--- config.mk ---
export PLATFORM = sky130hd
export DESIGN_NAME = zsa_window_mem
export DESIGN_NICKNAME = d
export VERILOG_FILES = /design/src/hw/rtl/zsa_pkg.sv /design/src/hw/rtl/zsa_window_mem.sv
export SDC_FILE = /design/constraint.sdc
export NUM_CORES = 1
export LEC_CHECK = 0
export ABC_AREA = 0
export BUFFER_PORTS_ARGS = -buffer_cell sky130_fd_sc_hd__buf_2
export CORE_ASPECT_RATIO = 2
export CORE_MARGIN = 2
export CORE_UTILIZATION = 30
export CTS_CLUSTER_SIZE = 8
export DETAILED_ROUTE_END_ITERATION = 8
export PLACE_DENSITY = 0.51
export SKIP_LAST_GASP = 1
export SLEW_MARGIN = 20
export SYNTH_ARGS = -nofsm -noshare
export SYNTH_HDL_FRONTEND = slang
export SYNTH_SLANG_ARGS = --single-unit
--- constraint.sdc ---
create_clock -name clk -period 4.1 [get_ports clk]
set_input_delay 0.82 -clock clk [delete_from_list [all_inputs] [get_ports clk]]
set_output_delay 0.82 -clock clk [all_outputs]
set_load 0.02 [all_outputs]
--- src/hw/rtl/zsa_pkg.sv ---
// Package for the sliding-window z-score anomaly block: sizes, limits, codes and types.
// No dependencies; every other file of the block imports it.
package zsa_pkg;

    localparam int WINDOW_DEPTH = 32;
    localparam int NUM_CH       = 4;
    localparam int SLOT_W       = $clog2(WINDOW_DEPTH);
    localparam int CNT_W        = $clog2(WINDOW_DEPTH + 1);
    localparam int RAW_W        = 10;
    localparam int XW           = 12;
    localparam int CFG_W        = 16;
    localparam int MIN_W        = 8;
    localparam int CFG_IDX_W    = 2;
    localparam int CH_W         = 2;

    // accepted samples stay within -640..1583, square below 2^22
    localparam int SUM_W  = XW + $clog2(WINDOW_DEPTH);
    localparam int SQ_W   = 22 + $clog2(WINDOW_DEPTH) + 1;
    localparam int DIFF_W = XW + 1;
    localparam int DQ_W   = 2 * DIFF_W;

    localparam int NX_W   = CNT_W + 1 + XW;
    localparam int SS_W   = 2 * SUM_W;
    localparam int NQ_W   = CNT_W + 1 + SQ_W;
    localparam int D_W    = NX_W + 1;
    localparam int V_W    = CNT_W + SQ_W;
    localparam int VS_W   = ((NQ_W > SS_W) ? NQ_W : SS_W) + 1;
    localparam int DD_W   = 2 * D_W;
    localparam int PT_W   = CFG_W + V_W;
    localparam int PLO_W  = PT_W / 2;
    localparam int PHI_W  = PT_W - PLO_W;
    localparam int LHS_W  = DD_W + 16;
    localparam int RHS_W  = 2 * CFG_W + V_W + 1;
    localparam int CMP_W  = (LHS_W > RHS_W) ? LHS_W : RHS_W;

    localparam logic [CFG_IDX_W-1:0] CFG_Z_THRESHOLD   = 2'd0;
    localparam logic [CFG_IDX_W-1:0] CFG_SCORE_Z_LIMIT = 2'd1;
    localparam logic [CFG_IDX_W-1:0] CFG_MIN_FILL      = 2'd2;

    localparam logic [CFG_W-1:0] Z_THRESHOLD_RST   = 16'd768;
    localparam logic [CFG_W-1:0] SCORE_Z_LIMIT_RST = 16'd1051;
    localparam logic [MIN_W-1:0] MIN_FILL_RST      = 8'd10;

    localparam logic [RAW_W-1:0] RAW_DISC_LOW  = 10'd5;
    localparam logic [RAW_W-1:0] RAW_DISC_HIGH = 10'd1018;
    localparam logic signed [XW-1:0] TEMP_DISC_LOW  = -12'sd800;
    localparam logic signed [XW-1:0] TEMP_DISC_HIGH = 12'sd1280;
    localparam logic signed [XW-1:0] TEMP_MIN       = -12'sd640;
    localparam logic signed [XW-1:0] TEMP_MAX       = 12'sd1120;
    localparam logic signed [XW-1:0] HUM_DISC_LOW   = 12'sd16;
    localparam logic signed [XW-1:0] HUM_DISC_HIGH  = 12'sd1584;
    localparam logic signed [XW-1:0] HUM_MIN        = 12'sd0;
    localparam logic signed [XW-1:0] HUM_MAX        = 12'sd1600;

    typedef struct packed {
        logic [RAW_W-1:0]     moisture;
        logic signed [XW-1:0] temperature;
        logic signed [XW-1:0] humidity;
        logic [RAW_W-1:0]     light;
    } zsa_entry_t;

    typedef struct packed {
        logic done;
        logic over_thr;
        logic over_lim;
    } zsa_zres_t;

    typedef struct packed {
        logic              disconnected;
        logic              out_of_range;
        logic              accepted;
        logic              enough_data;
        logic [NUM_CH-1:0] anomaly;
        logic              combined_anomaly;
        logic              sensor_fault;
    } zsa_result_t;

endpackage

--- src/hw/rtl/zsa_window_mem.sv ---
// Ring window store: one 44-bit entry of four samples per slot, registered read.
// Depends on zsa_pkg.
module zsa_window_mem import zsa_pkg::*;
(
    input  logic              clk,
    input  logic              wr_en,
    input  logic [SLOT_W-1:0] wr_addr,
    input  zsa_entry_t        wr_data,
    input  logic              rd_en,
    input  logic [SLOT_W-1:0] rd_addr,
    output zsa_entry_t        rd_data
);

    zsa_entry_t mem [WINDOW_DEPTH];
    zsa_entry_t rd_data_reg;

    always_ff @(posedge clk)
    begin
        if (wr_en)
        begin
            mem[wr_addr] <= wr_data;
        end
        if (rd_en)
        begin
            rd_data_reg <= mem[rd_addr];
        end
    end

    assign rd_data = rd_data_reg;

endmodule

After elaboration in Yosys (flattened, before gate mapping)
Memories as Yosys holds them, arrays and structs flattened. A register that Yosys moved wholly into a read port is not among the register bits.
Cells that the tools add are included.
{ "op_classes": {"muxes": 2} }
{ "op_table": {"columns": ["cell", "n"], "rows": [
  ["1-bit 2-to-1 mux", 2]
]} }
{ "totals": {"regBits": 0, "mem_bits_rw": 1408, "inputBits": 57, "out_inout_bits": 44, "elab_cells": 3, "n_memories": 1} }
{ "memory_table": {"columns": ["memory", "words", "width", "rd", "rd_clocked_by_memory_dff", "write_ports", "line", "rtl"], "rows": [
  ["mem", 32, 44, 1, 1, 1, "zsa_window_mem.sv:14", "zsa_entry_t mem [WINDOW_DEPTH];"]
]} }

Longest topological paths before layout
{ "logic_depth": {"ltp_word": 2, "ltp_mapped": 8, "ltp_nobuf": 5} }

Worst setup path before layout
Ideal clock, no wire load.
{ "synth_path": {"kind": "input -> register", "startpoint": "input port wr_addr[1]", "endpoint": "memory mem[12][0] in the netlist's numbering (enable)", "setup_ns": 0.446, "arrival_ns": 3.329, "required_ns": 3.654, "slack_ns": 0.325, "cell_stages": 3, "n_path_buf": 1, "cell_sequence": "or3b_2 -> clkbuf_1 -> nor2_1"} }
{ "synth_rtl": {"columns": ["item", "line", "rtl"], "rows": [
  ["start, declared", "zsa_window_mem.sv:7", "input logic [SLOT_W-1:0] wr_addr,"],
  ["end, declared", "zsa_window_mem.sv:14", null]
]} }
Straight into the memory's write port.

Worst setup path in the final report
{ "layout_path": {"startpoint": "register, netlist name rd_data[24]", "endpoint": "output port rd_data[24] in the netlist's numbering"} }
{ "layout_rtl": {"columns": ["item", "line", "rtl"], "rows": [
  ["end, declared", "zsa_window_mem.sv:11", "output zsa_entry_t rd_data"]
]} }
No word-level cell between the ends.

==> results.tsv <==
metric	value	unit
ctsHoldBuffers	0	
place.gp.congestion	0.7283	
hp-class	input pin to register	
grt_antenna_before_repair	15	
cts_setup_buffers	0	
sequentialPowerShare	50.5	%
p_sw	6.953	mW
synth_top_area_share	77.90	%
crit_fanout	1	
setup_viol_count_final	0	
swShare	21.04	%
r2r_cells	5	
antenna_left	0	
largest_reg_flops	1408	
async_flop_share	0	%
area_growth	17.22	%
power_frac_comb	4.8	%
finClkSkew	0.02129	ns
ys_ff_latch	1452	
drt_wl_total	156400	µm
synth_area_leaders	edfxtp_1, mux2i_1, a22oi_1	
io_pins	101	
power_frac_clock	44.7	%
relSlewSlack	28.43	%
die_y	614.9	µm
powerDensity	503.8	nW/µm²
fin_crit_sh	57.79	%
cp-end-kind	output port	
post-place-cells	5619	
synth_cell_types	24	
netlist_instances	3090	
vias_per_cell	5.005	
start_kind	register	
grt_setup_unrepaired	false	
synthFlopType	edfxtp_1	
fin_setup_tns	0	ns
drc_errors	0	
yosysTopAreaCell	edfxtp_1	
max_freq	422.0	MHz
cts_made_buffers	207	
status	complete, no violations	
drive_above_1_share	14.28	%
netlist_top_cells_count	edfxtp_1, mux2i_1, nand2_1, nand3_1	
synth.most_common_cell	edfxtp_1	
worstSkewPairLatency	0.80	ns
path_cells	buf_2	
post_dp_cell_area	60270	µm²
cp.depth	1	
die_w	309.4	µm
first_pass_iters	6	
nFillCells	17290	
r2r_slack	2.51	ns
crit_arrival	1.55	ns
fin_cells	5838	
p_int	26.10	mW
max_cap_viol_count	0	
static-leakage-power	22.50	nW
crit_type	register to output port	
syn_nets	3147	
timing.hold.ws	0.5163	ns
grt_max_degree	75	
rows	224	
grt_pass1_wl	220400	µm
hold_depth	1	
clock_sinks	1452	
path_clk_slew	0.05	ns
worst_ir_drop_vdd	0.3141	mV
worst_pin_slew	1.074	ns
crit_required	3.28	ns
nets	3399	
synth_area	55970	µm²
critPathBufInv	1	
slowest_delay	0.53	ns
cts_buffer_depth	4	
core_region_area	185800	µm²
period_minus_slack	2.370	ns
synth_area_per_cell	18.11	µm²
final_cell_area	65610	µm²
cp_top_family	flip-flops	
ctsResizeCount	0	
tritoncts	done	
grt_pass1_vias	30680	
initial_core_util	30.12	%
grt-ovfl-total	0	
maxSlewViolCount	0	
synth_edf_count	1452	
drt_iter0_markers	2136	
hold_viol	0	
wire_per_inst	26.78	µm
portBuffers	100	
crit_slowest_cell	edfxtp_1	
dp_hpwl	79570	µm
h-tree-depth	4	
grt.total_usage	16.23	%
seq_area_frac_synth	77.90	%
p_total	33.06	mW
yosysWarnings	0	
root_buffer	clkbuf_16	
dieArea	190300	µm²
vias	29220	
[layer usage]
layer | track usage [%] | up-vias | wire length [µm]
met5 | 0 | - | 89
met4 | 6.752 | 14 | 6003
met3 | 2.187 | 341 | 6681
met2 | 29.59 | 793 | 83250
met1 | 18.88 | 15380 | 60340
li1 | - | 12700 | -
[stage by stage]
step	setup slack, ns	util, %
finish	1.730	35.31
global route	1.709	35.31
CTS	1.666	35.30
detailed placement	0.9736	32.43
global placement	0.9863	32.43
floorplan	0.3254	-
[layout make-up]
cell class	instances	area [µm²]	share of cell area, %
clock buffers	211	5280	8.047
repair buffers	220	1889	2.880
flip-flops and latches	1452	43600	66.45
well taps	2486	3110	4.741
multi-input cells	1461	11660	17.78
clock inverters	4	56.30	0.08581
diodes	4	10.01	0.01526
[cell families (layout without fill, tap and decap cells)]
family          after synthesis  after routing  share of synthesized area [%]
simple gates                361            361                          2.915
mux                         704            704                          12.59
flops                      1452           1452                          77.90
compound gates              396            396                          4.819
other cells                   0              4                              0
buf+inv                     177            435                          1.777
[layout by cell type (no fill, tap or decap), drive strengths merged, types with 5 or more instances in the layout]
cell type	instances
nand2	134
mux2i	704
nand3b	5
a22oi	132
a31oi	44
nand3	134
clkbuf	211
nor2	34
a22o	88
a21oi	132
nor3	44
edfxtp	1452
buf	220
[final timing paths]
path | start | end
worst max-delay path | rd_data[24] | rd_data[24]
worst min register to register | mem[26][5] | rd_data[5]
worst min-delay path | wr_data[4] | mem[15][4]
worst max register to register | mem[1][42] | rd_data[42]
[power by group through the flow]
stage	Combinational, mW	Clock (mW)	Sequential [mW]
after CTS	1.63	15.1	16.7
after floorplan	0.844	0	17.0
final	1.60	14.8	16.7
after global routing	1.72	15.6	16.7
after detailed placement	1.62	0	17.0
after global placement	1.61	0	17.0
(Power assumes the default switching activity.)
